File: src/sv/pwbd_pkg.sv
package pwbd_pkg;

    localparam int COUNT_W = 14;
    localparam int THR_W   = 14;
    localparam int CMP_W   = (COUNT_W > THR_W) ? COUNT_W : THR_W;
    localparam int QDEPTH  = 4;
    localparam int QPTR_W  = $clog2(QDEPTH);
    localparam int QCNT_W  = $clog2(QDEPTH + 1);
    localparam int BITS_PER_BYTE = 8;

    localparam int ADDR_W = 5;
    localparam int DATA_W = 32;

    typedef enum logic [2:0] {
        REG_SYNC_LENGTH    = 3'd0,
        REG_ZERO_LENGTH    = 3'd1,
        REG_ONE_LENGTH     = 3'd2,
        REG_SPACE_LENGTH   = 3'd3,
        REG_SLOWDOWN       = 3'd4,
        REG_INVERT_LEVELS  = 3'd5,
        REG_HIGH_THRESHOLD = 3'd6,
        REG_LOW_THRESHOLD  = 3'd7
    } reg_index_t;

    typedef enum logic [1:0] {
        LVL_UNKNOWN = 2'd0,
        LVL_HIGH    = 2'd1,
        LVL_LOW     = 2'd2
    } level_t;

    typedef enum logic [1:0] {
        PH_SYNC  = 2'd0,
        PH_BIT   = 2'd1,
        PH_SPACE = 2'd2
    } phase_t;

    typedef enum logic [1:0] {
        EV_BYTE      = 2'd0,
        EV_SYNC_ERR  = 2'd1,
        EV_BIT_ERR   = 2'd2,
        EV_SPACE_ERR = 2'd3
    } event_t;

    typedef struct packed {
        logic [7:0] sync_length;
        logic [7:0] zero_length;
        logic [7:0] one_length;
        logic [7:0] space_length;
        logic [4:0] slowdown_factor;
        logic       invert_levels;
        logic [7:0] high_threshold;
        logic [7:0] low_threshold;
    } cfg_t;

endpackage

File: src/sv/pwbd_regs.sv
module pwbd_regs (
    input  logic                        clk,
    input  logic                        rst_n,
    input  logic                        psel,
    input  logic                        penable,
    input  logic                        pwrite,
    input  logic [pwbd_pkg::ADDR_W-1:0] paddr,
    input  logic [pwbd_pkg::DATA_W-1:0] pwdata,
    output logic [pwbd_pkg::DATA_W-1:0] prdata,
    output logic                        pready,
    output pwbd_pkg::cfg_t              cfg
);

    pwbd_pkg::cfg_t       cfg_reg;
    pwbd_pkg::cfg_t       cfg_next;
    pwbd_pkg::reg_index_t idx;
    logic                 wr_en;

    assign pready = 1'b1;
    assign idx    = pwbd_pkg::reg_index_t'(paddr[4:2]);
    assign wr_en  = psel && penable && pwrite && pready;
    assign cfg    = cfg_reg;

    always_comb
    begin
        cfg_next = cfg_reg;
        if (wr_en)
        begin
            case (idx)
                pwbd_pkg::REG_SYNC_LENGTH:    cfg_next.sync_length     = pwdata[7:0];
                pwbd_pkg::REG_ZERO_LENGTH:    cfg_next.zero_length     = pwdata[7:0];
                pwbd_pkg::REG_ONE_LENGTH:     cfg_next.one_length      = pwdata[7:0];
                pwbd_pkg::REG_SPACE_LENGTH:   cfg_next.space_length    = pwdata[7:0];
                pwbd_pkg::REG_SLOWDOWN:       cfg_next.slowdown_factor = pwdata[4:0];
                pwbd_pkg::REG_INVERT_LEVELS:  cfg_next.invert_levels   = pwdata[0];
                pwbd_pkg::REG_HIGH_THRESHOLD: cfg_next.high_threshold  = pwdata[7:0];
                pwbd_pkg::REG_LOW_THRESHOLD:  cfg_next.low_threshold   = pwdata[7:0];
                default:                      cfg_next = cfg_reg;
            endcase
        end
    end

    always_comb
    begin
        case (idx)
            pwbd_pkg::REG_SYNC_LENGTH:    prdata = {24'd0, cfg_reg.sync_length};
            pwbd_pkg::REG_ZERO_LENGTH:    prdata = {24'd0, cfg_reg.zero_length};
            pwbd_pkg::REG_ONE_LENGTH:     prdata = {24'd0, cfg_reg.one_length};
            pwbd_pkg::REG_SPACE_LENGTH:   prdata = {24'd0, cfg_reg.space_length};
            pwbd_pkg::REG_SLOWDOWN:       prdata = {27'd0, cfg_reg.slowdown_factor};
            pwbd_pkg::REG_INVERT_LEVELS:  prdata = {31'd0, cfg_reg.invert_levels};
            pwbd_pkg::REG_HIGH_THRESHOLD: prdata = {24'd0, cfg_reg.high_threshold};
            pwbd_pkg::REG_LOW_THRESHOLD:  prdata = {24'd0, cfg_reg.low_threshold};
            default:                      prdata = '0;
        endcase
    end

    always_ff @(posedge clk or negedge rst_n)
    begin
        if (!rst_n)
        begin
            cfg_reg.sync_length     <= 8'd20;
            cfg_reg.zero_length     <= 8'd3;
            cfg_reg.one_length      <= 8'd10;
            cfg_reg.space_length    <= 8'd3;
            cfg_reg.slowdown_factor <= 5'd1;
            cfg_reg.invert_levels   <= 1'b0;
            cfg_reg.high_threshold  <= 8'd120;
            cfg_reg.low_threshold   <= 8'd110;
        end
        else
        begin
            cfg_reg <= cfg_next;
        end
    end

endmodule

File: src/sv/pwbd_slicer.sv
module pwbd_slicer (
    input  logic           clk,
    input  logic           rst_n,
    input  pwbd_pkg::cfg_t cfg,
    input  logic           accept,
    input  logic [7:0]     sample,
    output logic           push,
    output logic           push_high
);

    pwbd_pkg::level_t level_reg;
    pwbd_pkg::level_t level_next;

    // high test wins when the thresholds overlap
    always_comb
    begin
        level_next = level_reg;
        if (sample >= cfg.high_threshold)
        begin
            level_next = cfg.invert_levels ? pwbd_pkg::LVL_LOW : pwbd_pkg::LVL_HIGH;
        end
        else if (sample <= cfg.low_threshold)
        begin
            level_next = cfg.invert_levels ? pwbd_pkg::LVL_HIGH : pwbd_pkg::LVL_LOW;
        end
    end

    // samples before the first crossing are dropped here
    assign push      = accept && (level_next != pwbd_pkg::LVL_UNKNOWN);
    assign push_high = (level_next == pwbd_pkg::LVL_HIGH);

    always_ff @(posedge clk or negedge rst_n)
    begin
        if (!rst_n)
        begin
            level_reg <= pwbd_pkg::LVL_UNKNOWN;
        end
        else if (accept)
        begin
            level_reg <= level_next;
        end
    end

endmodule

File: src/sv/pwbd_queue.sv
module pwbd_queue (
    input  logic clk,
    input  logic rst_n,
    input  logic push,
    input  logic push_high,
    input  logic pop,
    output logic has_room,
    output logic head_valid,
    output logic head_high
);

    logic [pwbd_pkg::QDEPTH-1:0] slot_reg;
    logic [pwbd_pkg::QPTR_W-1:0] wr_ptr_reg;
    logic [pwbd_pkg::QPTR_W-1:0] rd_ptr_reg;
    logic [pwbd_pkg::QCNT_W-1:0] fill_reg;
    logic [pwbd_pkg::QCNT_W-1:0] fill_next;
    logic                        do_pop;

    assign has_room   = (fill_reg != pwbd_pkg::QCNT_W'(pwbd_pkg::QDEPTH));
    assign head_valid = (fill_reg != '0);
    assign head_high  = slot_reg[rd_ptr_reg];
    assign do_pop     = pop && head_valid;

    always_comb
    begin
        fill_next = fill_reg;
        if (push && !do_pop)
        begin
            fill_next = fill_reg + 1'b1;
        end
        else if (!push && do_pop)
        begin
            fill_next = fill_reg - 1'b1;
        end
    end

    always_ff @(posedge clk)
    begin
        if (push)
        begin
            slot_reg[wr_ptr_reg] <= push_high;
        end
    end

    always_ff @(posedge clk or negedge rst_n)
    begin
        if (!rst_n)
        begin
            wr_ptr_reg <= '0;
            rd_ptr_reg <= '0;
            fill_reg   <= '0;
        end
        else
        begin
            if (push)
            begin
                wr_ptr_reg <= wr_ptr_reg + 1'b1;
            end
            if (do_pop)
            begin
                rd_ptr_reg <= rd_ptr_reg + 1'b1;
            end
            fill_reg <= fill_next;
        end
    end

endmodule

File: src/sv/pwbd_phase.sv
module pwbd_phase (
    input  logic           clk,
    input  logic           rst_n,
    input  pwbd_pkg::cfg_t cfg,
    input  logic           head_valid,
    input  logic           head_high,
    output logic           pop,
    output logic           out_valid,
    input  logic           out_ready,
    output logic [1:0]     out_kind,
    output logic [7:0]     out_byte
);

    pwbd_pkg::phase_t              phase_reg;
    pwbd_pkg::phase_t              phase_next;
    logic [pwbd_pkg::COUNT_W-1:0]  count_reg;
    logic [pwbd_pkg::COUNT_W-1:0]  count_next;
    logic [3:0]                    bit_index_reg;
    logic [3:0]                    bit_index_next;
    logic [7:0]                    shift_reg;
    logic [7:0]                    shift_next;
    logic                          out_valid_reg;
    logic                          out_valid_next;
    pwbd_pkg::event_t              kind_reg;
    pwbd_pkg::event_t              kind_next;
    logic [7:0]                    byte_reg;
    logic [7:0]                    byte_next;

    logic [pwbd_pkg::THR_W-1:0]    sync_min;
    logic [pwbd_pkg::THR_W-1:0]    zero_min;
    logic [pwbd_pkg::THR_W-1:0]    one_min;
    logic [pwbd_pkg::THR_W-1:0]    one_max;
    logic [pwbd_pkg::THR_W-1:0]    space_min;
    logic [pwbd_pkg::CMP_W-1:0]    cnt;
    logic [pwbd_pkg::COUNT_W-1:0]  count_inc;
    logic [3:0]                    bit_inc;
    logic                          is_sync;
    logic                          sync_ok;
    logic                          one_ok;
    logic                          zero_ok;
    logic                          space_ok;
    logic                          last_bit;
    logic                          bit_done;
    logic                          emit;
    pwbd_pkg::event_t              emit_kind;

    assign sync_min  = pwbd_pkg::THR_W'(cfg.sync_length) * pwbd_pkg::THR_W'(cfg.slowdown_factor);
    assign zero_min  = pwbd_pkg::THR_W'(cfg.zero_length) * pwbd_pkg::THR_W'(cfg.slowdown_factor);
    assign one_min   = pwbd_pkg::THR_W'(cfg.one_length) * pwbd_pkg::THR_W'(cfg.slowdown_factor);
    assign one_max   = {one_min[pwbd_pkg::THR_W-2:0], 1'b0};
    assign space_min = pwbd_pkg::THR_W'(cfg.space_length) * pwbd_pkg::THR_W'(cfg.slowdown_factor);

    assign cnt      = pwbd_pkg::CMP_W'(count_reg);
    assign sync_ok  = cnt >= pwbd_pkg::CMP_W'(sync_min);
    assign one_ok   = (cnt >= pwbd_pkg::CMP_W'(one_min)) && (cnt <= pwbd_pkg::CMP_W'(one_max));
    assign zero_ok  = (cnt >= pwbd_pkg::CMP_W'(zero_min)) && (cnt < pwbd_pkg::CMP_W'(one_min));
    assign space_ok = cnt >= pwbd_pkg::CMP_W'(space_min);

    // counter saturates at all ones
    assign count_inc = (&count_reg) ? count_reg : count_reg + 1'b1;
    assign bit_inc   = bit_index_reg + 1'b1;
    assign last_bit  = (bit_inc == 4'(pwbd_pkg::BITS_PER_BYTE));
    assign bit_done  = one_ok || zero_ok;
    assign is_sync   = (phase_reg != pwbd_pkg::PH_BIT) && (phase_reg != pwbd_pkg::PH_SPACE);

    // one queued level per cycle as long as the output register can take a result
    assign pop = head_valid && (!out_valid_reg || out_ready);

    // next phase
    always_comb
    begin
        phase_next = phase_reg;
        if (pop)
        begin
            case (phase_reg)
                pwbd_pkg::PH_BIT:
                begin
                    if (head_high)
                    begin
                        if (!bit_done || last_bit)
                        begin
                            phase_next = pwbd_pkg::PH_SYNC;
                        end
                        else
                        begin
                            phase_next = pwbd_pkg::PH_SPACE;
                        end
                    end
                end
                pwbd_pkg::PH_SPACE:
                begin
                    if (!head_high)
                    begin
                        phase_next = space_ok ? pwbd_pkg::PH_BIT : pwbd_pkg::PH_SYNC;
                    end
                end
                default:
                begin
                    if (head_high)
                    begin
                        phase_next = pwbd_pkg::PH_SYNC;
                    end
                    else
                    begin
                        phase_next = sync_ok ? pwbd_pkg::PH_BIT : pwbd_pkg::PH_SYNC;
                    end
                end
            endcase
        end
    end

    // datapath and result
    always_comb
    begin
        count_next     = count_reg;
        bit_index_next = bit_index_reg;
        shift_next     = shift_reg;
        emit           = 1'b0;
        emit_kind      = pwbd_pkg::EV_BYTE;
        if (pop)
        begin
            if (phase_reg == pwbd_pkg::PH_BIT)
            begin
                if (!head_high)
                begin
                    count_next = count_inc;
                end
                else if (bit_done)
                begin
                    if (one_ok && (bit_index_reg < 4'(pwbd_pkg::BITS_PER_BYTE)))
                    begin
                        shift_next = shift_reg | (8'd1 << bit_index_reg[2:0]);
                    end
                    count_next     = pwbd_pkg::COUNT_W'(1);
                    bit_index_next = bit_inc;
                    emit           = last_bit;
                    emit_kind      = pwbd_pkg::EV_BYTE;
                end
                else
                begin
                    count_next = pwbd_pkg::COUNT_W'(1);
                    emit       = 1'b1;
                    emit_kind  = pwbd_pkg::EV_BIT_ERR;
                end
            end
            else if (phase_reg == pwbd_pkg::PH_SPACE)
            begin
                if (head_high)
                begin
                    count_next = count_inc;
                end
                else if (space_ok)
                begin
                    count_next = pwbd_pkg::COUNT_W'(1);
                end
                else
                begin
                    count_next = '0;
                    emit       = 1'b1;
                    emit_kind  = pwbd_pkg::EV_SPACE_ERR;
                end
            end
            else if (is_sync)
            begin
                if (head_high)
                begin
                    count_next = count_inc;
                end
                else if (sync_ok)
                begin
                    count_next     = pwbd_pkg::COUNT_W'(1);
                    bit_index_next = '0;
                    shift_next     = '0;
                end
                else
                begin
                    count_next = '0;
                    emit       = 1'b1;
                    emit_kind  = pwbd_pkg::EV_SYNC_ERR;
                end
            end
        end
    end

    // output register, freed as soon as the beat is taken
    always_comb
    begin
        out_valid_next = out_valid_reg && !out_ready;
        kind_next      = kind_reg;
        byte_next      = byte_reg;
        if (emit)
        begin
            out_valid_next = 1'b1;
            kind_next      = emit_kind;
            byte_next      = (emit_kind == pwbd_pkg::EV_BYTE) ? shift_next : 8'd0;
        end
    end

    assign out_valid = out_valid_reg;
    assign out_kind  = kind_reg;
    assign out_byte  = byte_reg;

    always_ff @(posedge clk)
    begin
        kind_reg <= kind_next;
        byte_reg <= byte_next;
    end

    always_ff @(posedge clk or negedge rst_n)
    begin
        if (!rst_n)
        begin
            phase_reg     <= pwbd_pkg::PH_SYNC;
            count_reg     <= '0;
            bit_index_reg <= '0;
            shift_reg     <= '0;
            out_valid_reg <= 1'b0;
        end
        else
        begin
            phase_reg     <= phase_next;
            count_reg     <= count_next;
            bit_index_reg <= bit_index_next;
            shift_reg     <= shift_next;
            out_valid_reg <= out_valid_next;
        end
    end

endmodule

File: src/sv/pulse_width_byte_decoder.sv
// a result beat is registered in the output register after its sample's level has passed through the level queue
// throughput: one sample per cycle, sustained while the result side keeps tready high
// a 4-entry level queue between the slicer and the phase machine absorbs result stalls
// reset: held level unknown, sync phase, pulse counter, bit index and byte cleared,
// queue and output register empty, registers back to their default values
module pulse_width_byte_decoder (
    input  logic                        clk,
    input  logic                        rst_n,
    input  logic                        s_tvalid,
    output logic                        s_tready,
    input  logic [7:0]                  s_tdata,   // [7:0] sample
    output logic                        m_tvalid,
    input  logic                        m_tready,
    output logic [7:0]                  m_tdata,   // [7:0] data_byte
    output logic [1:0]                  m_tuser,   // [1:0] event_kind
    input  logic                        psel,
    input  logic                        penable,
    input  logic                        pwrite,
    input  logic [pwbd_pkg::ADDR_W-1:0] paddr,
    input  logic [pwbd_pkg::DATA_W-1:0] pwdata,
    output logic [pwbd_pkg::DATA_W-1:0] prdata,
    output logic                        pready
);

    pwbd_pkg::cfg_t cfg;
    logic           accept;
    logic           push;
    logic           push_high;
    logic           pop;
    logic           has_room;
    logic           head_valid;
    logic           head_high;
    logic [1:0]     out_kind;
    logic [7:0]     out_byte;

    assign s_tready = has_room;
    assign accept   = s_tvalid && s_tready;
    assign m_tdata  = out_byte;
    assign m_tuser  = out_kind;

    pwbd_regs u_regs (
        .clk     (clk),
        .rst_n   (rst_n),
        .psel    (psel),
        .penable (penable),
        .pwrite  (pwrite),
        .paddr   (paddr),
        .pwdata  (pwdata),
        .prdata  (prdata),
        .pready  (pready),
        .cfg     (cfg)
    );

    pwbd_slicer u_slicer (
        .clk       (clk),
        .rst_n     (rst_n),
        .cfg       (cfg),
        .accept    (accept),
        .sample    (s_tdata),
        .push      (push),
        .push_high (push_high)
    );

    pwbd_queue u_queue (
        .clk        (clk),
        .rst_n      (rst_n),
        .push       (push),
        .push_high  (push_high),
        .pop        (pop),
        .has_room   (has_room),
        .head_valid (head_valid),
        .head_high  (head_high)
    );

    pwbd_phase u_phase (
        .clk        (clk),
        .rst_n      (rst_n),
        .cfg        (cfg),
        .head_valid (head_valid),
        .head_high  (head_high),
        .pop        (pop),
        .out_valid  (m_tvalid),
        .out_ready  (m_tready),
        .out_kind   (out_kind),
        .out_byte   (out_byte)
    );

endmodule
File: config.mk
export PLATFORM = sky130hd
export DESIGN_NAME = pulse_width_byte_decoder
export DESIGN_NICKNAME = d
export VERILOG_FILES = /design/src/sv/pwbd_pkg.sv /design/src/sv/pwbd_regs.sv /design/src/sv/pwbd_slicer.sv /design/src/sv/pwbd_queue.sv /design/src/sv/pwbd_phase.sv /design/src/sv/pulse_width_byte_decoder.sv
export SDC_FILE = /design/constraint.sdc
export NUM_CORES = 1
export LEC_CHECK = 0
export BUFFER_PORTS_ARGS = -buffer_cell sky130_fd_sc_hd__buf_2
export CORE_AREA = 2 2 167 169
export DETAILED_ROUTE_END_ITERATION = 12
export DIE_AREA = 0 0 169 171
export PLACE_DENSITY = 0.65
export SETUP_SLACK_MARGIN = 0.05
export SLEW_MARGIN = 5
export SYNTH_ARGS = -nofsm -noshare
export SYNTH_HDL_FRONTEND = slang
export SYNTH_HIERARCHICAL = 1
export SYNTH_SLANG_ARGS = --single-unit
File: constraint.sdc
create_clock -name clk -period 6.23 [get_ports clk]
set_input_delay 1.246 -clock clk [delete_from_list [all_inputs] [get_ports clk]]
set_output_delay 1.246 -clock clk [all_outputs]
set_load 0.01 [all_outputs]
== Yosys cells after proc, flatten, opt, wreduce, memory -nomap -nowiden ==
Index checks and enable logic that the tools add are counted.

* Flip-flop bits (word level): 106
* Input bits: 52
* Output and inout port bits: 45

* Add/subtract/negate cells: 6
* $mul: 4
* Order comparisons: 12
* Eq/ne operators: 19
* Shift operators: 1
* Mux-type cells: 65
* Bitwise gates (word level): 1
* Reductions and logical operators: 42

{| class="wikitable"
|+ Operator list
! kind !! number
|-
| $pmux W32 S8 || 1
|-
| $mux W14 || 7
|-
| $mux W8 || 9
|-
| $ge A14 B13 Y1 || 4
|-
| $mul A8 B5 Y13 || 4
|-
| $mux W2 || 17
|-
| $mux W4 || 7
|-
| $mux W1 || 18
|-
| $reduce_and A2 Y1 || 9
|-
| $add A14 B1 Y14 const B || 1
|-
| $le A14 B14 Y1 || 1
|-
| $logic_and A1 B1 Y1 || 14
|-
| $lt A14 B13 Y1 || 1
|-
| $reduce_and A14 Y1 || 1
|-
| $eq A3 B3 Y1 const B || 4
|-
| $ge A8 B8 Y1 || 1
|-
| $le A8 B8 Y1 || 1
|-
| $ne A2 B1 Y1 const B || 4
|-
| $or A8 B8 Y8 || 1
|-
| $reduce_bool A2 Y1 || 4
|-
| $shl A1 B3 Y8 const A || 1
|-
| $reduce_and A7 Y1 || 1
|-
| $eq A3 B2 Y1 const B || 2
|-
| $lt A2 B3 Y1 const B || 2
|-
| 23 further kinds || 35
|}

== Depth between registers and ports, before layout ==
* Word-level depth: 9
* Gate-level depth with buffers: 26
* Gate-level depth less buffers: 25

== By module ==
Netlist, hierarchy kept.

{| class="wikitable"
|+ By module, submodules not included
! module !! instances !! cells an instance !! area each (um^2)
|-
| pwbd_phase || 1 || 964 || 8287.9
|-
| pwbd_regs || 1 || 225 || 2844.0
|-
| pwbd_slicer || 1 || 74 || 570.5
|-
| pwbd_queue || 1 || 40 || 553.0
|-
| pulse_width_byte_decoder || 1 || 1 || 6.3
|}

== Least setup slack after synthesis ==
Ideal clock, no wire load.

* Kind: register to register
* From: register u_regs.cfg_reg, in the netlist u_regs/cfg[21]
* To: register u_phase.byte_reg[0] (netlist: u_phase/out_byte[0]), enable pin
* Arrival time: 5.907 ns
* Data required time: 5.850 ns
* Path slack: -0.057 ns
* Cell stages (with the launch flop): 24
* Path buffers: 1
* Clock period less this slack: 6.287 ns
* Path through: dfrtp_1 -> clkbuf_1 -> and2_1 -> fa_1 -> fa_1 -> inv_1 -> fa_1 -> inv_1 -> ha_1 -> a21o_1 -> a221oi_2 -> o21bai_1 -> a21oi_1 -> xor2_1 -> ha_1 -> nand2_1 -> or4_1 -> a21boi_1 -> a31oi_1 -> maj3_1 -> o21ai_1 -> o32ai_4 -> a21o_1 -> a21oi_1

* Word-level cells in the longest chain between the ends: 8
* Elaborated cells between the ends (all ways): 23

{| class="wikitable"
|+ RTL lines
! item !! line !! RTL
|-
| start, declared || pwbd_regs.sv:14 || <nowiki>pwbd_pkg::cfg_t cfg_reg;</nowiki>
|-
| start signal, assigned || pwbd_regs.sv:73 || <nowiki>cfg_reg <= cfg_next;</nowiki>
|-
| $mul A8 B5 Y13, on equally long branches || pwbd_phase.sv:47, pwbd_phase.sv:48, pwbd_phase.sv:49 ||
|-
| $ge A14 B13 Y1 (tied with other cells) || pwbd_phase.sv:54 || <nowiki>assign sync_ok = cnt >= pwbd_pkg::CMP_W'(sync_min);</nowiki>
|-
| $mux W1 (tied with other cells) || pwbd_phase.sv:169 || <nowiki>else if (sync_ok)</nowiki>
|-
| $mux W1 or $logic_or A1 B1 Y1 (tied branches) || pwbd_phase.sv:165, pwbd_phase.sv:63 ||
|-
| $mux W1, on equally long branches || pwbd_phase.sv:163, pwbd_phase.sv:128 ||
|-
| $mux W1, on equally long branches || pwbd_phase.sv:146, pwbd_phase.sv:124 ||
|-
| $mux W1 (*) || pwbd_phase.sv:122 || <nowiki>if (phase_reg == pwbd_pkg::PH_BIT)</nowiki>
|-
| $mux W1 (*) || pwbd_phase.sv:120 || <nowiki>if (pop)</nowiki>
|-
| net u_phase.emit || pwbd_phase.sv:44 || <nowiki>logic emit;</nowiki>
|-
| end signal, assigned || pwbd_phase.sv:206 || <nowiki>byte_reg <= byte_next;</nowiki>
|-
| end, declared || pwbd_phase.sv:26 || <nowiki>logic [7:0] byte_reg;</nowiki>
|}

Mark *: on every way through the listed nets, which the timed path passes. The rest lies on a longest branch.
A chain may end at the register's enable or synchronous reset.

== Worst setup path in the final report ==
* From: register u_regs.cfg_reg, in the netlist u_regs/cfg[20]
* To: register u_phase.byte_reg[0] (netlist: u_phase/out_byte[0]) (data pin)

* Word-level cells in the longest chain between the ends: 9
* Elaborated cells between the ends (all ways): 34

{| class="wikitable"
|+ RTL lines
! item !! line !! RTL
|-
| $mul A8 B5 Y13, on equally long branches || pwbd_phase.sv:47, pwbd_phase.sv:48, pwbd_phase.sv:49 ||
|-
| $ge A14 B13 Y1 (tied with other cells) || pwbd_phase.sv:54 ||
|-
| $mux W1 (tied with other cells) || pwbd_phase.sv:169 ||
|-
| $mux W2 (tied with other cells) || pwbd_phase.sv:165 || <nowiki>if (head_high)</nowiki>
|-
| $mux W2 (tied with other cells) || pwbd_phase.sv:163 || <nowiki>else if (is_sync)</nowiki>
|-
| $mux W2 (tied with other cells) || pwbd_phase.sv:146 || <nowiki>else if (phase_reg == pwbd_pkg::PH_SPACE)</nowiki>
|-
| $mux W2 or $mux W8 (tied branches) || pwbd_phase.sv:122, pwbd_phase.sv:124 ||
|-
| $mux W2 or $mux W8 (tied branches) || pwbd_phase.sv:120, pwbd_phase.sv:122 ||
|-
| $logic_not A2 Y1 or $mux W8 (tied branches) || pwbd_phase.sv:195, pwbd_phase.sv:120 ||
|}

Parallel ways exist; a longest one is shown, timed or not.

==> flow_results.org <==
** Setup path
- Launching point of the worst reg2reg path :: u_regs/cfg[20]
- In this design, the critical path's most frequently occurring cell is buf_4.
- Worst path depth :: 27
- Worst setup path endpoint :: u_phase/out_byte[0]
- In this run the worst setup path begins at u_regs/cfg[20].
- The worst setup path is of the reg2reg kind.
- On the critical path, the stage with the largest delay is an instance of fa_1.
- Arrival @ worst endpoint :: 6.07 ns
- Required @ worst endpoint :: 6.35 ns
- STA classifies the critical path endpoint as a flip-flop.
- Largest fanout of any net on the critical path :: 6
- Crit-path max cell delay :: 0.55 ns
- For flop-to-flop paths, the worst setup slack is 0.27 ns.
- Worst Reg-to-Reg Cells :: 27
- The cell family contributing the most delay on the critical path is adder cells.
- CP bufs+invs :: 7
- CP startpoint kind :: flip-flop
- Worst reg2reg endpoint :: u_phase/out_byte[0]

** Layout
- Area overhead of the layout relative to synthesis :: 14.2%
- Area of the multi-input gates :: 8910 sq um
- In the final layout, flip-flops and latches occupy 2750 sq um.
- 0 antenna diodes ended up in the layout.
- At the end of the flow, the number of nets in the layout was 1724.
- Flip-flop count of the largest register after layout :: 54
- In the final layout, the share of cells above drive strength 1 is 0.215.
- For this run, the share of the core covered by cells in the final layout is 0.513.
- The filler cells instantiated in the layout total 2525.

** Detailed routing
- After detailed routing, the number of vias per cell comes to 5.32.
- The final route contains 9439 vias.
- Antenna viol nets, final :: 0
- Total wire length :: 28300 microns
- After detailed routing, the number of remaining DRC violations is 0.
- Dividing the detail-routed wire length by the instance count gives 16.0 microns.
- Detailed-routing iteration count for the pre-antenna-repair pass :: 5
- The detailed router finished its first iteration with 384 violations.

** Power and ir drop
- Static leakage power :: 6.98 nW
- In this run the power density over the cells is 308 nW/um^2.
- PnR Total Power :: 4.32 mW
- Max rail drop VDD :: 169 uV

** Timing
- Dividing the final minimum period by the clock period gives 0.956.
- The number of max-slew violations in the final report is 0.
- Setup violations remaining at the end of the flow were counted as 0.
- Based on the critical path, the design can be clocked at up to 168 MHz.
- Worst max-slew margin expressed relative to the limit :: 0.389
- Across the routed clock network, the largest skew measured is 0.0148 ns.
- RSZ-0062 raised after global routing :: yes
- For the pin with the worst max-slew slack, the measured transition is 0.909 ns.
- Minimum period implied by the final worst setup slack :: 5.96 ns
- In the final timing run, aggregate negative setup slack is 0 ns.
- Number of hold violations in the final report :: 0

** Floorplan
- Measured along the x axis, the die boundary spans 169 microns.
- FP Rows :: 61
- The floorplan step set the die height to 171 microns.
- Area inside the core boundary :: 27300 sq um
- IO Count :: 97
- Die area :: 28900 sq um
- For this configuration, the core starts out at a cell density of 0.449.

** Clock network
- After clock tree synthesis, the clock-pin slew on the worst setup and hold paths is 0.08 ns.
- Clock Path Buffers :: 2
- Num Clock Sinks :: 106
- H-tree lvl count :: 3
- CTS tree :: done
- CTS Buf Count :: 9
- The later pin in the worst-skew pair is clocked with a latency of 0.37 ns.
- Clock root cell :: clkbuf_16

** Synthesis
- Leading post-synthesis cells by instance count :: 175 x ha_1, 160 x inv_1, 117 x and2_1
- Instance count of the mapped netlist :: 1304
- Biggest area consumer among synthesized cells :: ha_1
- Async set or reset register ratio after synthesis :: 0.868
- Synth area leaders :: ha_1 18%, dfrtp_1 15%, fa_1 12%
- Share of synthesized area occupied by flip-flops and latches :: 0.224
- Syn avg cell area :: 9.40 sq um
- Warnings from Yosys :: 6
- The share of synthesized area in the top cell type comes to 0.179.
- In this run, distinct cell masters in the synthesized netlist total 89.
- Summed instance area of the synthesized netlist :: 12300 sq um
- Top FF cell, synth :: dfrtp_1
- Number of synthesized flops with an enable pin :: 14
- Counting flops and latches in the post-synthesis netlist gives 106.
- Among all cell types in the netlist, the one instantiated most often is ha_1.

** Place
- Port bufs :: 45
- Placer congestion estimate :: 0.860
- HPWL reported at the end of detailed placement :: 22300 microns

** Global routing
- Initial antenna violation count :: 0
- Congestion Overflow GR :: 0
- Pin count of the biggest net entering global routing :: 55
- Wire length of the first global-routing pass :: 46400 microns
- The number of global-route vias before repair came to 9623.
- Overall global routing resource usage :: 0.199

** Flow run
- Max_cap viols :: 0

** Worst hold path
- Type of the most critical hold path :: reg2reg

** Status
- Outcome :: finished clean
[metrics by stage]
stage | setup slack (ns) | cell area [sq um] | instances | hold WS, ns
after floorplan | 0.160 | 12400 | 1327 | 0.433
after global placement | -0.0971 | 13300 | 1748 | 0.443
after CTS | 0.0463 | 13700 | 1767 | 0.470
after detailed placement | -0.231 | 13300 | 1748 | 0.452
after global routing | 0.0249 | 14000 | 1775 | 0.509
final | 0.272 | 14000 | 1775 | 0.480
[power by group]
| part | internal, mW | switching [mW] |
|---|---|---|
| clock network | 0.293 | 0.322 |
| registers | 0.913 | 0.190 |
| logic | 1.22 | 1.39 |
| total | 2.42 | 1.90 |
[tightest hold or removal path: cells and delay by family (launching register included)]
family           cells  cell delay (ns)
AND/OR/NAND/NOR      2             0.13
flip-flops           1             0.33
[metal layers]
metal  up-vias  GRT usage  routed length [microns]
li1       4661          -                        -
met1      4576      0.252                    13100
met2       162      0.355                    13800
met3        40     0.0215                      785
met4         0     0.0639                      706
met5         -          0                        0
[worst min-delay path by stage]
stage	startpoint	endpoint	slack (ns)	depth (start not counted)
after global placement	u_phase/shift_reg[1]	u_phase/shift_reg[1]	0.44	2
after floorplan	u_phase/shift_reg[0]	u_phase/shift_reg[0]	0.43	2
final	u_phase/shift_reg[5]	u_phase/shift_reg[5]	0.48	2
after detailed placement	u_phase/shift_reg[5]	u_phase/shift_reg[5]	0.45	2
after global routing	u_phase/shift_reg[0]	u_phase/shift_reg[0]	0.51	2
after CTS	u_phase/shift_reg[5]	u_phase/shift_reg[5]	0.47	2
[kinds of logic after synthesis]
group	after synthesis	synth area share
AO/OA/AOI/OAI	226	0.127
multiplexers	73	0.0663
XOR/XNOR	44	0.0332
other	2	0.000612
adder cells (fa/ha/maj)	249	0.299
buffers and inverters	215	0.0755
flip-flops	106	0.224
AND/OR/NAND/NOR	389	0.175
[repair_timing]
action	4_1_cts	5_1_grt
resized for setup	7	57
hold buffers	0	0
setup endpoints to repair	21	34
gates cloned	0	0
setup buffers	3	9
pin swaps	7	30
[cells in the final DEF (no fill, tap or decap), drive strengths merged, types with 5 or more instances in the layout]
| cell type | Yosys | final |
|---|---|---|
| a211o | 5 | 5 |
| a211oi | 12 | 12 |
| a21o | 25 | 25 |
| a21oi | 67 | 67 |
| a221oi | 10 | 10 |
| a31oi | 5 | 5 |
| and2 | 117 | 117 |
| and3 | 5 | 5 |
| buf | 34 | 141 |
| clkbuf | 21 | 9 |
| conb | 2 | 25 |
| dfrtp | 74 | 74 |
| dfstp | 18 | 18 |
| edfxtp | 14 | 14 |
| fa | 73 | 73 |
| ha | 175 | 175 |
| inv | 160 | 164 |
| mux2 | 56 | 56 |
| mux2i | 16 | 16 |
| nand2 | 103 | 103 |
| nand2b | 21 | 21 |
| nand3 | 24 | 24 |
| nand4 | 20 | 20 |
| nor2 | 53 | 53 |
| nor2b | 12 | 12 |
| nor3 | 11 | 11 |
| o211ai | 6 | 6 |
| o21a | 6 | 6 |
| o21ai | 43 | 43 |
| or3 | 5 | 5 |
| xnor2 | 20 | 20 |
| xor2 | 23 | 23 |
[area by class of cell]
class,instances,area share
repair buffers,141,0.0711
multi-input cells,1006,0.636
inverters,160,0.0429
clock inverters,7,0.00634
clock buffers,9,0.0161
well taps,346,0.0309
flip-flops and latches,106,0.196
No activity file was read; power rests on OpenSTA's default activity.
